## src/irdsf_pkg.sv

```systemverilog
// ----------------------------------------------------------------------------
// irdsf_pkg
// Shared types, constants and threshold helpers for the IR distance
// staircase filter.
// ----------------------------------------------------------------------------
`default_nettype none

package irdsf_pkg;

    // Converter sample width used for the staircase; the field itself is
    // CODE_FIELD_BITS wide and only its low SAMPLE_BITS bits are used.
    localparam int SAMPLE_BITS     = 12;
    localparam int CODE_FIELD_BITS = 12;
    localparam int FULL_SCALE      = (1 << SAMPLE_BITS) - 1;

    localparam int HALF_BITS   = 8;
    localparam int SMOOTH_BITS = 15;
    localparam int GAIN_BITS   = 17;
    localparam int NUM_STEPS   = 30;

    typedef logic [SAMPLE_BITS-1:0]     code_t;
    typedef logic [CODE_FIELD_BITS-1:0] code_field_t;
    typedef logic [HALF_BITS-1:0]       half_t;
    typedef logic [SMOOTH_BITS-1:0]     smooth_t;
    typedef logic [GAIN_BITS-1:0]       gain_t;

    localparam gain_t   GAIN_ONE     = 17'd65536;
    localparam gain_t   GAIN_RESET   = 17'd32768;
    localparam smooth_t SMOOTH_RESET = 15'd25600;
    localparam half_t   OUT_OF_RANGE = 8'd200;
    localparam half_t   LAST_STEP    = 8'd62;
    localparam half_t   NEAREST_STEP = 8'd10;

    // Threshold for a voltage of at least 'tenths' tenths of a volt:
    // ceil(tenths / 33 * FULL_SCALE).
    function automatic code_t step_threshold(input int tenths);
        return code_t'((tenths * FULL_SCALE + 32) / 33);
    endfunction

    // 0.05 V threshold: ceil(FULL_SCALE / 66).
    localparam code_t LAST_THRESHOLD = code_t'((FULL_SCALE + 65) / 66);

    // Distance in half cm for step idx (idx 0 is 3.0 V, idx 29 is 0.1 V).
    function automatic half_t step_half_cm(input int idx);
        half_t d;
        case (idx)
            0:       d = 8'd10;
            1:       d = 8'd12;
            2:       d = 8'd14;
            3:       d = 8'd16;
            4:       d = 8'd18;
            5:       d = 8'd20;
            6:       d = 8'd22;
            7:       d = 8'd24;
            8:       d = 8'd26;
            9:       d = 8'd28;
            10:      d = 8'd30;
            11:      d = 8'd32;
            12:      d = 8'd34;
            13:      d = 8'd36;
            14:      d = 8'd38;
            15:      d = 8'd40;
            16:      d = 8'd42;
            17:      d = 8'd44;
            18:      d = 8'd46;
            19:      d = 8'd48;
            20:      d = 8'd50;
            21:      d = 8'd51;
            22:      d = 8'd52;
            23:      d = 8'd53;
            24:      d = 8'd54;
            25:      d = 8'd55;
            26:      d = 8'd56;
            27:      d = 8'd57;
            28:      d = 8'd58;
            29:      d = 8'd60;
            default: d = OUT_OF_RANGE;
        endcase
        return d;
    endfunction

endpackage

`default_nettype wire

```

## src/irdsf_sample_if.sv

```systemverilog
// ----------------------------------------------------------------------------
// irdsf_sample_if
// Valid/ready channel carrying one converter sample per transfer.
// ----------------------------------------------------------------------------
`default_nettype none

interface irdsf_sample_if;
    logic                       valid;
    logic                       ready;
    irdsf_pkg::code_field_t     sensor_code;

    modport source (output valid, output sensor_code, input ready);
    modport sink   (input valid, input sensor_code, output ready);
endinterface

`default_nettype wire

```

## src/irdsf_result_if.sv

```systemverilog
// ----------------------------------------------------------------------------
// irdsf_result_if
// Valid/ready channel carrying raw and smoothed distance per transfer.
// ----------------------------------------------------------------------------
`default_nettype none

interface irdsf_result_if;
    logic                   valid;
    logic                   ready;
    irdsf_pkg::half_t       raw_distance_half_cm;
    irdsf_pkg::smooth_t     smoothed_distance;

    modport source (output valid, output raw_distance_half_cm,
                    output smoothed_distance, input ready);
    modport sink   (input valid, input raw_distance_half_cm,
                    input smoothed_distance, output ready);
endinterface

`default_nettype wire

```

## src/irdsf_staircase.sv

```systemverilog
// ----------------------------------------------------------------------------
// irdsf_staircase
// Comparator ladder mapping a converter sample to a distance in half cm.
// ----------------------------------------------------------------------------
`default_nettype none

module irdsf_staircase (
    input  wire irdsf_pkg::code_t code,
    output irdsf_pkg::half_t      half_cm
);

    always_comb
    begin
        half_cm = irdsf_pkg::OUT_OF_RANGE;
        if (code >= irdsf_pkg::LAST_THRESHOLD)
        begin
            half_cm = irdsf_pkg::LAST_STEP;
        end
        // Walk from the lowest threshold up so the highest match wins;
        // a sample equal to a threshold takes the shorter distance.
        for (int i = irdsf_pkg::NUM_STEPS - 1; i >= 0; i--)
        begin
            if (code >= irdsf_pkg::step_threshold(irdsf_pkg::NUM_STEPS - i))
            begin
                half_cm = irdsf_pkg::step_half_cm(i);
            end
        end
    end

endmodule

`default_nettype wire

```

## src/ir_distance_staircase_filter.sv

```systemverilog
// ----------------------------------------------------------------------------
// ir_distance_staircase_filter
// IR sensor sample to distance staircase, followed by an exponential filter.
//
// Usage:
//   sample : sink channel, one converter code per transfer.
//   result : source channel, raw staircase distance (half cm) and filtered
//            distance (1/256 cm), one result per accepted sample.
//   cfg_we / cfg_data : writes the Q16 smoothing gain (values above 1.0
//            act as 1.0). Write only while no sample is in flight.
// Result valid rises once a sample has passed the sample register and the
// result register. The block takes one sample per cycle unless result is
// stalled: the comparator ladder sits in front of the sample register, and
// the single 18x16 multiply-add of the filter sits between that register and
// the result register, which also holds the filter state.
// When result is stalled, one more sample is held in the sample register,
// after which sample.ready drops until the result is taken.
// Reset empties both stages, sets the gain to 0.5 and the filter state
// to 100 cm.
// ----------------------------------------------------------------------------
`default_nettype none

module ir_distance_staircase_filter (
    input  wire                     clk,
    input  wire                     rst_n,
    irdsf_sample_if.sink            sample,
    irdsf_result_if.source          result,
    input  wire                     cfg_we,
    input  wire irdsf_pkg::gain_t   cfg_data
);

    irdsf_pkg::gain_t   gain_reg;
    logic               a_valid_reg;
    irdsf_pkg::half_t   a_half_reg;
    logic               r_valid_reg;
    irdsf_pkg::half_t   raw_reg;
    irdsf_pkg::smooth_t smooth_reg;

    irdsf_pkg::half_t   stair_half;
    irdsf_pkg::gain_t   gain_sat;
    irdsf_pkg::smooth_t target;
    logic signed [15:0] diff_s;
    logic signed [33:0] prod;
    irdsf_pkg::smooth_t smooth_next;
    logic               sample_xfer;
    logic               advance;

    irdsf_staircase u_stair (
        .code    (sample.sensor_code[irdsf_pkg::SAMPLE_BITS-1:0]),
        .half_cm (stair_half)
    );

    assign advance      = a_valid_reg && (!r_valid_reg || result.ready);
    assign sample.ready = !a_valid_reg || !r_valid_reg || result.ready;
    assign sample_xfer  = sample.valid && sample.ready;

    // prev + floor(gain * (target - prev) / 65536)
    assign gain_sat    = (gain_reg > irdsf_pkg::GAIN_ONE) ? irdsf_pkg::GAIN_ONE : gain_reg;
    assign target      = {a_half_reg, 7'b0};
    assign diff_s      = $signed({1'b0, target}) - $signed({1'b0, smooth_reg});
    assign prod        = $signed({1'b0, gain_sat}) * diff_s;
    assign smooth_next = smooth_reg + prod[30:16];

    always_ff @(posedge clk or negedge rst_n)
    begin
        if (!rst_n)
        begin
            gain_reg <= irdsf_pkg::GAIN_RESET;
        end
        else if (cfg_we)
        begin
            gain_reg <= cfg_data;
        end
    end

    always_ff @(posedge clk or negedge rst_n)
    begin
        if (!rst_n)
        begin
            a_valid_reg <= 1'b0;
        end
        else if (sample_xfer)
        begin
            a_valid_reg <= 1'b1;
        end
        else if (advance)
        begin
            a_valid_reg <= 1'b0;
        end
    end

    always_ff @(posedge clk)
    begin
        if (sample_xfer)
        begin
            a_half_reg <= stair_half;
        end
    end

    // The result register doubles as filter memory: update only on advance.
    always_ff @(posedge clk or negedge rst_n)
    begin
        if (!rst_n)
        begin
            r_valid_reg <= 1'b0;
            smooth_reg  <= irdsf_pkg::SMOOTH_RESET;
        end
        else if (advance)
        begin
            r_valid_reg <= 1'b1;
            smooth_reg  <= smooth_next;
        end
        else if (result.ready)
        begin
            r_valid_reg <= 1'b0;
        end
    end

    always_ff @(posedge clk)
    begin
        if (advance)
        begin
            raw_reg <= a_half_reg;
        end
    end

    assign result.valid                = r_valid_reg;
    assign result.raw_distance_half_cm = raw_reg;
    assign result.smoothed_distance    = smooth_reg;

    // Filter state is a convex mix of distances, so it stays within 100 cm.
    a_smooth_bound: assert property (@(posedge clk) disable iff (!rst_n)
        smooth_reg <= irdsf_pkg::SMOOTH_RESET)
        else $error("filter state above 100 cm");

    a_raw_range: assert property (@(posedge clk) disable iff (!rst_n)
        r_valid_reg |-> (raw_reg == irdsf_pkg::OUT_OF_RANGE) ||
                        ((raw_reg >= irdsf_pkg::NEAREST_STEP) &&
                         (raw_reg <= irdsf_pkg::LAST_STEP)))
        else $error("raw distance outside staircase");

    a_full_gain: assert property (@(posedge clk) disable iff (!rst_n)
        (advance && !cfg_we && gain_reg >= irdsf_pkg::GAIN_ONE) |=>
            (smooth_reg == {raw_reg, 7'b0}))
        else $error("unit gain must track raw distance");

    a_zero_gain: assert property (@(posedge clk) disable iff (!rst_n)
        (advance && !cfg_we && gain_reg == '0) |=> $stable(smooth_reg))
        else $error("zero gain must hold filter state");

    a_stall_full: assert property (@(posedge clk) disable iff (!rst_n)
        !sample.ready |-> (a_valid_reg && r_valid_reg && !result.ready))
        else $error("sample stalled with room in pipeline");

endmodule

`default_nettype wire
```

## src/flat_wrapper.sv

```systemverilog
// flat-port wrapper written by rule: the top's interface ports become plain ports
module ir_distance_staircase_filter_flat 
  (clk, rst_n, cfg_we, cfg_data, sample_valid, sample_sensor_code, sample_ready, result_valid, result_raw_distance_half_cm, result_smoothed_distance, result_ready);
  irdsf_sample_if sample_i ();
  irdsf_result_if result_i ();
  input  wire clk;
  input  wire rst_n;
  input  wire cfg_we;
  input  wire irdsf_pkg::gain_t cfg_data;
  input wire logic [$bits(sample_i.valid)-1:0] sample_valid;
  input wire logic [$bits(sample_i.sensor_code)-1:0] sample_sensor_code;
  output wire logic [$bits(sample_i.ready)-1:0] sample_ready;
  output wire logic [$bits(result_i.valid)-1:0] result_valid;
  output wire logic [$bits(result_i.raw_distance_half_cm)-1:0] result_raw_distance_half_cm;
  output wire logic [$bits(result_i.smoothed_distance)-1:0] result_smoothed_distance;
  input wire logic [$bits(result_i.ready)-1:0] result_ready;
  assign sample_i.valid = sample_valid;
  assign sample_i.sensor_code = sample_sensor_code;
  assign sample_ready = sample_i.ready;
  assign result_valid = result_i.valid;
  assign result_raw_distance_half_cm = result_i.raw_distance_half_cm;
  assign result_smoothed_distance = result_i.smoothed_distance;
  assign result_i.ready = result_ready;
  ir_distance_staircase_filter u_core (.clk(clk), .rst_n(rst_n), .sample(sample_i), .result(result_i), .cfg_we(cfg_we), .cfg_data(cfg_data));
endmodule
```

## config.mk

```make
export PLATFORM = sky130hd
export DESIGN_NAME = ir_distance_staircase_filter_flat
export DESIGN_NICKNAME = d
export VERILOG_FILES = /design/src/irdsf_pkg.sv /design/src/irdsf_sample_if.sv /design/src/irdsf_result_if.sv /design/src/irdsf_staircase.sv /design/src/ir_distance_staircase_filter.sv /design/src/flat_wrapper.sv
export SDC_FILE = /design/constraint.sdc
export NUM_CORES = 1
export LEC_CHECK = 0
export BUFFER_PORTS_ARGS = -buffer_cell sky130_fd_sc_hd__buf_2
export CAP_MARGIN = 40
export CORE_UTILIZATION = 40
export CTS_CLUSTER_DIAMETER = 100
export DETAILED_ROUTE_END_ITERATION = 10
export MAX_ROUTING_LAYER = met4
export PLACE_DENSITY = 0.62
export SLEW_MARGIN = 20
export SYNTH_ARGS = -nofsm -noshare
export SYNTH_HDL_FRONTEND = slang
export SYNTH_SLANG_ARGS = --single-unit
export TNS_END_PERCENT = 5
```

## constraint.sdc

```tcl
create_clock -name clk -period 13.6 [get_ports clk]
set_clock_uncertainty 0.1 [all_clocks]
set_input_delay 1.36 -clock clk [delete_from_list [all_inputs] [get_ports clk]]
set_output_delay 1.36 -clock clk [all_outputs]
set_load 0.02 [all_outputs]
```

-- Yosys cells after proc, flatten, opt, wreduce, memory -nomap -nowiden
Index checks and enable logic that the tools add are counted.
W data, S select, Z words.
- bits of input ports: 34
- output and inout bits: 25
- register bits: 50
- logic and storage cells: 93
- multipliers: 1
- add/subtract/negate cells: 2
- muxes and demuxes: 35
- magnitude comparators: 32
- reductions and logical operators: 13
- operator list (operator ; number):
    $ge A12 B12 Y1 const B ; 14
    $mux W6 ; 19
    $ge A12 B11 Y1 const B ; 8
    $ge A12 B10 Y1 const B ; 4
    $mux W5 ; 8
    $mul A18 B16 Y31 ; 1
    $reduce_or A30 Y1 ; 1
    $ge A12 B9 Y1 const B ; 2
    $reduce_or A21 Y1 ; 1
    $gt A17 B17 Y1 const B ; 1
    $mux W17 ; 1
    $sub A15 B15 Y16 ; 1
    $add A15 B15 Y15 ; 1
    $ge A12 B6 Y1 const B ; 1
    $ge A12 B7 Y1 const B ; 1
    $ge A12 B8 Y1 const B ; 1
    $reduce_or A11 Y1 ; 1
    $mux W8 ; 1
    $mux W3 ; 2
    $mux W1 ; 4
    $reduce_bool A2 Y1 ; 2
    $logic_or A1 B1 Y1 ; 3
    $reduce_or A3 Y1 ; 1
    $logic_and A1 B1 Y1 ; 2
    $logic_not A1 Y1 ; 2

-- Longest topological paths before layout
Gate-level depths: netlist of the first run.
- depth after elaboration: 31
- depth in mapped cells: 41

-- Hierarchy
From an unflattened synthesis of the first run, not the netlist that was laid out.
- cells, all modules: 1455
- area, all modules: 12469.5 um^2
- modules (own cells, without submodules) (module ; area each (um^2) ; instances ; cells each):
    ir_distance_staircase_filter ; 11427.2 ; 1 ; 1287
    irdsf_staircase ; 1042.2 ; 1 ; 168

-- Least setup slack after synthesis of the first run
OpenSTA, ideal clock, no wires.
- path kind: reg2reg
- from: register u_core.smooth_reg[0], in the netlist u_core.result.smoothed_distance[0]
- to: register u_core.smooth_reg[14], in the netlist u_core.result.smoothed_distance[14]
- path buffers: 2
- arrival time: 9.296 ns
- setup time: 0.075 ns
- path slack: 4.129 ns
- required time: 13.425 ns
- cell stages (with the launch flop): 40
- path through: dfrtp_1 > inv_1 > clkbuf_1 > ha_1 > nor4b_2 > a41oi_2 > o21ai_2 > nor2_1 > xnor2_1 > clkbuf_1 > nand2_1 > fa_1 > inv_1 > ha_1 > inv_1 > fa_1 > inv_1 > fa_1 > [4 not listed] > ha_1 > o21a_1 > o211ai_1 > and4bb_1 > nor4b_4 > a21oi_1 > and2_1 > a31oi_1 > xnor2_1 > ha_1 > a21o_1 > o41ai_2 > o21ai_0 > a31oi_1 > xnor3_1 > xor2_1 > nor2_2 > xnor2_1
- longest elaborated chain between the ends: 3
- RTL lines (element ; line ; text):
    start: declaration ; ir_distance_staircase_filter.sv:37 ; irdsf_pkg::smooth_t smooth_reg;
    start signal: assignment ; ir_distance_staircase_filter.sv:106 ; smooth_reg <= irdsf_pkg::SMOOTH_RESET;
    start signal: assignment ; ir_distance_staircase_filter.sv:111 ; smooth_reg <= smooth_next;
    $sub A15 B15 Y16 ; ir_distance_staircase_filter.sv:60 ; assign diff_s = $signed({1'b0, target}) - $signed({1'b0, smooth_reg});
    $mul A18 B16 Y31 ; ir_distance_staircase_filter.sv:61 ; assign prod = $signed({1'b0, gain_sat}) * diff_s;
    $add A15 B15 Y15 (*) ; ir_distance_staircase_filter.sv:62 ; assign smooth_next = smooth_reg + prod[30:16];
Mark *: on every way between the ends. The rest lies on a longest branch, timed or not.
A chain may end at the register's enable or synchronous reset.

-- Worst setup path after layout of the first run
Ends and elaborated chain as after synthesis.

==> results.cfg, run 1 <==
[detailed_routing]
dr.first_iter.drc_count = 710
routed_wl_um = 33100
drc_errors = 0
ant_nets = 0
post_drt_wl_per_cell_um = 18.0
dr.pass1.iters = 5
dr_total_vias = 9753
viasPerCell = 5.31

[setup_path]
cp-end-kind = flop
crit_fanout = 16
cp_num_buf_inv = 4
cpPeakStageDelay_ps = 650
path_class = reg -> reg
cpMostUsedCell = fa_1
crit_path_start_kind = flop
crit_required_ps = 13700
cp_slowest_cell = xnor2_1
cp.arrival_ps = 10700
cpLargestDelayFamily = adder cells

[clocking]
path_clk_slew_ps = 70
worstSkewPairLatency_ps = 290
cts_inserted_buffers = 5
ctsHoldBuffers = 0
clock_sink_count = 48
cts_resized = 0
root_buffer = clkbuf_16
post-cts-setup-buffer-count = 0
htree_levels = 2
cts_tree = done
clockBufferDepth = 2

[cells_and_area]
drive_gt1_share_pct = 8.64
largest_reg_flops = 17
num-nets-final = 1817
area_growth_pct = 6.91
final_common_cell = inv_1
antenna_cells = 0
final_cell_mix = inv_1 (281), fa_1 (208), nand2_1 (207)

[sta]
tightest_slew_ps = 804
fin_crit_ps = 10590
hold_viol = 0
fmax_ghz = 0.0944
tns_ps = 0
maxSlewHeadroom_pct = 46.0
fin_ws_ps = 3010
slew_viol_final = 0
timing.final.crit_share_pct = 77.9
setup_violations = 0
grt_setup_unrepaired = false

[flow_run]
drv_cap = 0

[floorplan]
fp.dieW_um = 177
core_area_um2 = 29900
rows = 63
die_area_um2 = 31300
start_util_pct = 41.0
num_io_pins = 59
die_h_um = 177

[global_routing]
grt_max_degree = 35
grtUsageTotal_pct = 23.0
antenna_found_initial = 0
grt_pass1_vias = 10100
grt_pass1_wl_um = 54000
grt-ovfl-total = 0

[yosys]
syn_inst = 1422
synth_cell_types = 80
synth_edf_count = 14
ys_warn_count = 0
synth-seq-cells = 48
avgSynthCellArea_um2 = 8.62
postSynth.asyncResetShare_pct = 70.8
synth.cell_area_um2 = 12300
synth_ff_type = dfrtp_1
synth_nets = 1793
synth_seq_area_share_pct = 10.4

[place]
hpwlAfterDp_um = 28100
numPortBuffers = 58
gp_congestion = 0.998
dp_slack_ps = 3150

[hold_path]
hold_class = reg -> reg

[status]
status = finished clean
## cell usage after synthesis (10+ instances only)
| master | instances | area [um^2] |
|---|---|---|
| dfrtp_1 | 30 | 751 |
| nor3_1 | 12 | 60.1 |
| inv_1 | 281 | 1050 |
| nor2_1 | 134 | 503 |
| mux2_2 | 17 | 191 |
| and2_1 | 30 | 188 |
| ha_1 | 129 | 1610 |
| a21oi_1 | 35 | 175 |
| edfxtp_1 | 14 | 420 |
| a21o_1 | 18 | 135 |
| and3_1 | 13 | 81.3 |
| nand2_1 | 207 | 777 |
| a31oi_1 | 10 | 62.6 |
| clkbuf_1 | 49 | 184 |
| fa_1 | 208 | 4160 |
| xor2_1 | 15 | 131 |
| xnor2_1 | 34 | 298 |
| o21ai_0 | 36 | 180 |
## cell type report
cell class,instances,area [um^2]
flip-flops and latches,48,1280
repair buffers,72,410
multi-input cells,1037,9700
inverters,282,1060
fillers,2920,16800
clock inverters,2,12.5
well taps,390,488
clock buffers,6,150
## per-stage QoR
| stage | cells | hold slack (ps) | util, % | instance area (um^2) |
|---|---|---|---|---|
| floorplan | 1422 | 331 | - | 12300 |
| global placement | 1824 | 380 | 43.1 | 12900 |
| detailed placement | 1828 | 383 | 43.2 | 12900 |
| CTS | 1836 | 400 | 43.8 | 13100 |
| global route | 1837 | 403 | 43.8 | 13100 |
| finish | 1837 | 388 | 43.8 | 13100 |
## metal layers
layer  global-route usage (%)  part of all wire [%]  routed length, um  up-vias
li1                         -                     -                  -     4513
met1                     31.0                    44              14400     4842
met2                     37.5                    48              16000      351
met3                     2.56                   6.5               2160       47
met4                     4.31                   1.7                561        0
met5                        -                     0                  0        -
## worst reg2reg max path: cells and delay by family, from the launching register on
kind | cells | cell delay (ps)
buffers and inverters | 4 | 600
xor gates and xnor gates | 5 | 1570
and+or+nand+nor | 7 | 1740
adders and majority gates | 9 | 4110
DFF | 1 | 470
AOI/OAI and AO/OA | 9 | 1930
## cells by family after synthesis
group           synth area share (%)
flops                           10.4
fa+ha+maj                       47.2
xor+xnor                        3.69
compound gates                  9.87
simple gates                    16.8
mux                             1.64
buf+inv                         10.4
## worst paths after layout
kind	startpoint	to	slack, ps	cells past startpoint
worst max-delay path	u_core.result.smoothed_distance[0]	u_core.result.smoothed_distance[14]	3010	34
worst min-delay path	u_core.a_half_reg[1]	u_core.result.raw_distance_half_cm[1]	390	0
worst max register to register	u_core.result.smoothed_distance[0]	u_core.result.smoothed_distance[14]	3010	34
worst min register to register	u_core.a_half_reg[1]	u_core.result.raw_distance_half_cm[1]	390	0
max in group asynchronous	rst_n	u_core.gain_reg[15]	12160	2
min in group asynchronous	rst_n	u_core.result.smoothed_distance[12]	790	1
Power of run 1 is not shown: default switching activity piles up to over one toggle a cycle in this logic, so the estimate is an artifact.
==> run 2: changes to the inputs <==
--- a/config.mk
+++ b/config.mk
@@ -5,6 +5,7 @@
 export SDC_FILE = /design/constraint.sdc
 export NUM_CORES = 1
 export LEC_CHECK = 0
+export ABC_AREA = 1
 export BUFFER_PORTS_ARGS = -buffer_cell sky130_fd_sc_hd__buf_2
 export CAP_MARGIN = 40
 export CORE_UTILIZATION = 40
==> constraint.sdc (replaced) <==
create_clock -name clk -period 10.3 [get_ports clk]
set_clock_uncertainty 0.1 [all_clocks]
set_input_delay 1.03 -clock clk [delete_from_list [all_inputs] [get_ports clk]]
set_output_delay 1.03 -clock clk [all_outputs]
set_load 0.02 [all_outputs]
==> results.cfg, run 2 <==
[yosys]
synth_cell_types = 64
netlist.area_leader.share_pct = 33.2
yosysMostFrequentCell = inv_1
synth.cell_area_um2 = 12500
synth_edf_count = 14
synth_ff_type = dfrtp_1
synth_nets = 2006
synth-seq-cells = 48
postSynth.asyncResetShare_pct = 70.8
yosys-top-cells-count = inv_1 (394), nand2_1 (345), fa_1 (208)
ys_warn_count = 0
synth_seq_area_share_pct = 10.2
syn_inst = 1635
synthTopCellsByArea = fa_1 (33%), ha_1 (13%), inv_1 (12%)
avgSynthCellArea_um2 = 7.67
yosys.area.top_type = fa_1

[clocking]
clockBufferDepth = 2
post-cts-setup-buffer-count = 0
cts_tree = done
cts_inserted_buffers = 5
root_buffer = clkbuf_16
clock_sink_count = 48
ctsHoldBuffers = 0
htree_levels = 2
path_clk_slew_ps = 80
cts_resized = 0
worstSkewPairLatency_ps = 310

[setup_path]
crit_path_start_kind = flop
crit_required_ps = 10420
cp_slowest_cell = fa_1
cp.arrival_ps = 9460
cpLargestDelayFamily = adder cells
cp_num_buf_inv = 7
path_class = reg -> reg
cpPeakStageDelay_ps = 540
cp-end-kind = flop
crit_fanout = 16
cpMostUsedCell = nand2_1

[global_routing]
grt-ovfl-total = 0
met2_usage_pct = 43.9
antenna_found_initial = 0
met3_usage_pct = 4.71
grt_pass1_vias = 11300
grt-busiest-layer = met2
grt_pass1_wl_um = 61600
met1_usage_pct = 33.1
grtUsageTotal_pct = 26.4
grt_max_degree = 34

[cells_and_area]
num-nets-final = 2078
drive_gt1_share_pct = 8.72
final_common_cell = inv_1
area_growth_pct = 9.06
antenna_cells = 0
largest_reg_flops = 17
final_util_pct = 44.5
final_cell_mix = inv_1 (394), nand2_1 (345), fa_1 (208)

[floorplan]
die_area_um2 = 32100
die_h_um = 179
fp.dieW_um = 179
core_area_um2 = 30700
num_io_pins = 59
start_util_pct = 40.8
rows = 64

[detailed_routing]
ant_nets = 0
dr.pass1.iters = 8
dr_total_vias = 10600
drc_errors = 4
viasPerCell = 5.04
routed_wl_um = 38300
dr.first_iter.drc_count = 673
post_drt_wl_per_cell_um = 18.2

[sta]
timing.final.crit_share_pct = 90.7
setup_violations = 0
slew_viol_final = 0
timing.hold.ws_ps = 372
hold_viol = 0
tns_ps = 0
fin_crit_ps = 9340
fmax_ghz = 0.107
grt_setup_unrepaired = false
tightest_slew_ps = 788
maxSlewHeadroom_pct = 47.3
fin_ws_ps = 958

[status]
status = finished with violations
failed_checks = design-rule violations

[flow_run]
drv_cap = 0

[place]
numPortBuffers = 58
gp_congestion = 0.954
dp_slack_ps = 1000
hpwlAfterDp_um = 32800

[hold_path]
hold_class = reg -> reg
==> run 2: metrics by stage <==
| step | instances | area, um^2 |
|---|---|---|
| floorplan | 1635 | 12500 |
| global placement | 2095 | 13500 |
| detailed placement | 2096 | 13500 |
| CTS | 2104 | 13700 |
| global route | 2104 | 13700 |
| finish | 2104 | 13700 |
==> run 2: layout make-up <==
| cell class | instances | area (um^2) |
|---|---|---|
| fill | 3222 | 17100 |
| multi-input combinational | 1146 | 9590 |
| inverter | 410 | 1550 |
| sequential | 48 | 1280 |
| timing repair buffer | 96 | 588 |
| tap | 396 | 495 |
| clock buffer | 5 | 125 |
| clock inverter | 3 | 68.8 |
==> run 2: logic make-up after synthesis <==
group | count (synthesis) | synth area share [%]
AND/OR/NAND/NOR | 604 | 19.6
buffers and inverters | 441 | 13.4
adder cells (fa/ha/maj) | 337 | 46.1
AO/OA/AOI/OAI | 171 | 8.38
flip-flops | 48 | 10.2
XOR/XNOR | 33 | 2.30
multiplexers | 1 | 0.0897
==> run 2: routing by layer <==
metal	vias up	share of wire [%]
met4	0	2.9
met3	66	6.6
met2	311	48
met5	-	0
li1	5069	-
met1	5153	43
==> run 2: path summary, 6_finish.rpt <==
| path | start | to | slack [ps] | depth (start not counted) |
|---|---|---|---|---|
| worst min register to register | u_core.a_half_reg[1] | u_core.result.raw_distance_half_cm[1] | 370 | 0 |
| worst min-delay path | u_core.a_half_reg[1] | u_core.result.raw_distance_half_cm[1] | 370 | 0 |
| min in group asynchronous | rst_n | u_core.a_valid_reg | 470 | 1 |
| worst max register to register | u_core.result.smoothed_distance[0] | u_core.result.smoothed_distance[13] | 960 | 45 |
| worst max-delay path | u_core.result.smoothed_distance[0] | u_core.result.smoothed_distance[13] | 960 | 45 |
| max in group asynchronous | rst_n | u_core.gain_reg[15] | 9120 | 2 |
Power of run 2 is left out for the same reason.
==> run 3: changes to the inputs <==
--- a/config.mk
+++ b/config.mk
@@ -11,7 +11,6 @@
 export CORE_UTILIZATION = 40
 export CTS_CLUSTER_DIAMETER = 100
 export DETAILED_ROUTE_END_ITERATION = 10
-export MAX_ROUTING_LAYER = met4
 export PLACE_DENSITY = 0.62
 export SLEW_MARGIN = 20
 export SYNTH_ARGS = -nofsm -noshare
==> results.cfg, run 3 (synthesized netlist as in run 2, its figures left out) <==
[detailed_routing]
post_drt_wl_per_cell_um = 17.5
viasPerCell = 5.05
dr_total_vias = 10600
drc_errors = 4
dr.pass1.iters = 8
routed_wl_um = 36900
ant_nets = 0
dr.first_iter.drc_count = 617

[clocking]
root_buffer = clkbuf_16
clock_sink_count = 48
path_clk_slew_ps = 80
cts_inserted_buffers = 5
htree_levels = 2
cts_tree = done
ctsHoldBuffers = 0
worstSkewPairLatency_ps = 310
clockBufferDepth = 2
post-cts-setup-buffer-count = 0

[hold_path]
hold_end = u_core.result.valid
hold_class = reg -> reg
holdPathStages = 2
hold_start = u_core.a_valid_reg

[cells_and_area]
final_common_cell = inv_1
antenna_cells = 0
area_growth_pct = 9.06
drive_gt1_share_pct = 8.78
final_cell_mix = inv_1 (394), nand2_1 (345), fa_1 (208)
num-nets-final = 2078
largest_reg_flops = 17

[setup_path]
path_class = reg -> reg
cp-end-kind = flop
r2r_end = u_core.result.smoothed_distance[13]
reg2reg_depth = 44
cp_slowest_cell = fa_1
cp.arrival_ps = 9620
crit_fanout = 16
cpPeakStageDelay_ps = 550
worst_r2r_startpoint = u_core.result.smoothed_distance[0]
crit_required_ps = 10410
cpMostUsedCell = nand2_1
crit_path_start_kind = flop
r2r_setup_slack_ps = 790

[place]
gp_congestion = 0.975
dp_slack_ps = 905
numPortBuffers = 58
hpwlAfterDp_um = 31900

[global_routing]
met2_usage_pct = 42.2
grt_pass1_vias = 11100
grt_max_degree = 34
grt-busiest-layer = met2
grt_pass1_wl_um = 60100
grtUsageTotal_pct = 24.8
met3_usage_pct = 3.27
antenna_found_initial = 0
grt-ovfl-total = 0
met1_usage_pct = 33.1

[floorplan]
core_area_um2 = 30700
rows = 64
fp.dieW_um = 179
die_area_um2 = 32100
die_h_um = 179
num_io_pins = 59
start_util_pct = 40.8

[sta]
hold_viol = 0
fin_crit_ps = 9510
fmax_ghz = 0.105
slew_viol_final = 0
maxSlewHeadroom_pct = 44.6
fin_ws_ps = 791
tns_ps = 0
setup_violations = 0
tightest_slew_ps = 823
timing.final.crit_share_pct = 92.3
grt_setup_unrepaired = false

[status]
status = finished with violations
failed_checks = design-rule violations

[flow_run]
drv_cap = 0
run 3: cell types whose count changed in the layout (fill, tap and decap cells not counted):
cell | before | now
clkinv_1 | 11 | 10
inv_2 | 3 | 4
run 3: worst max-delay path: cells and delay by family, from the launching register on:
| family | cells | cell delay (ps) |
|---|---|---|
| DFF | 1 | 370 |
| xor gates and xnor gates | 2 | 460 |
| adders and majority gates | 9 | 3950 |
| AOI/OAI and AO/OA | 11 | 1950 |
| buffers and inverters | 6 | 1060 |
| and+or+nand+nor | 16 | 1520 |
run 3: what timing repair did:
item | 4_1_cts | 5_1_grt
hold endpoints to repair | 0 | 0
setup endpoints to repair | 0 | 1
resized for setup | 0 | 1
run 3: metrics by stage:
step,util (%),instance area [um^2],hold slack (ps),std cells
after CTS,44.5,13700,386,2104
after global placement,43.8,13500,362,2095
after global routing,44.5,13700,416,2104
final,44.5,13700,384,2104
after floorplan,-,12500,331,1635
after detailed placement,43.9,13500,377,2096
run 3: per-layer routing:
| layer | wire (um) | vias up |
|---|---|---|
| met4 | 998 | 0 |
| met3 | 2270 | 61 |
| met1 | 15800 | 5102 |
| li1 | - | 5063 |
| met2 | 17800 | 391 |
| met5 | 0 | - |
run 3: area by class of cell:
class / instances / area [um^2]
Tap cell: 396 / 495
Inverter: 410 / 1550
Multi-Input combinational cell: 1146 / 9590
Clock inverter: 3 / 68.8
Clock buffer: 5 / 125
Sequential cell: 48 / 1280
Timing Repair Buffer: 96 / 588
Fill cell: 3176 / 17100
run 3: worst max-delay path by stage:
stage | from | end | slack, ps | cells past startpoint
2_1_floorplan | u_core.result.smoothed_distance[0] | u_core.result.smoothed_distance[13] | 1760 | 44
3_3_place_gp | u_core.result.smoothed_distance[0] | u_core.result.smoothed_distance[13] | 1170 | 41
3_5_place_dp | u_core.result.smoothed_distance[0] | u_core.result.smoothed_distance[13] | 900 | 44
4_1_cts | u_core.result.smoothed_distance[0] | u_core.result.smoothed_distance[13] | 830 | 41
5_1_grt | u_core.result.smoothed_distance[0] | u_core.result.smoothed_distance[13] | 20 | 46
6_report | u_core.result.smoothed_distance[0] | u_core.result.smoothed_distance[13] | 790 | 44
Power of run 3 is left out for the same reason.
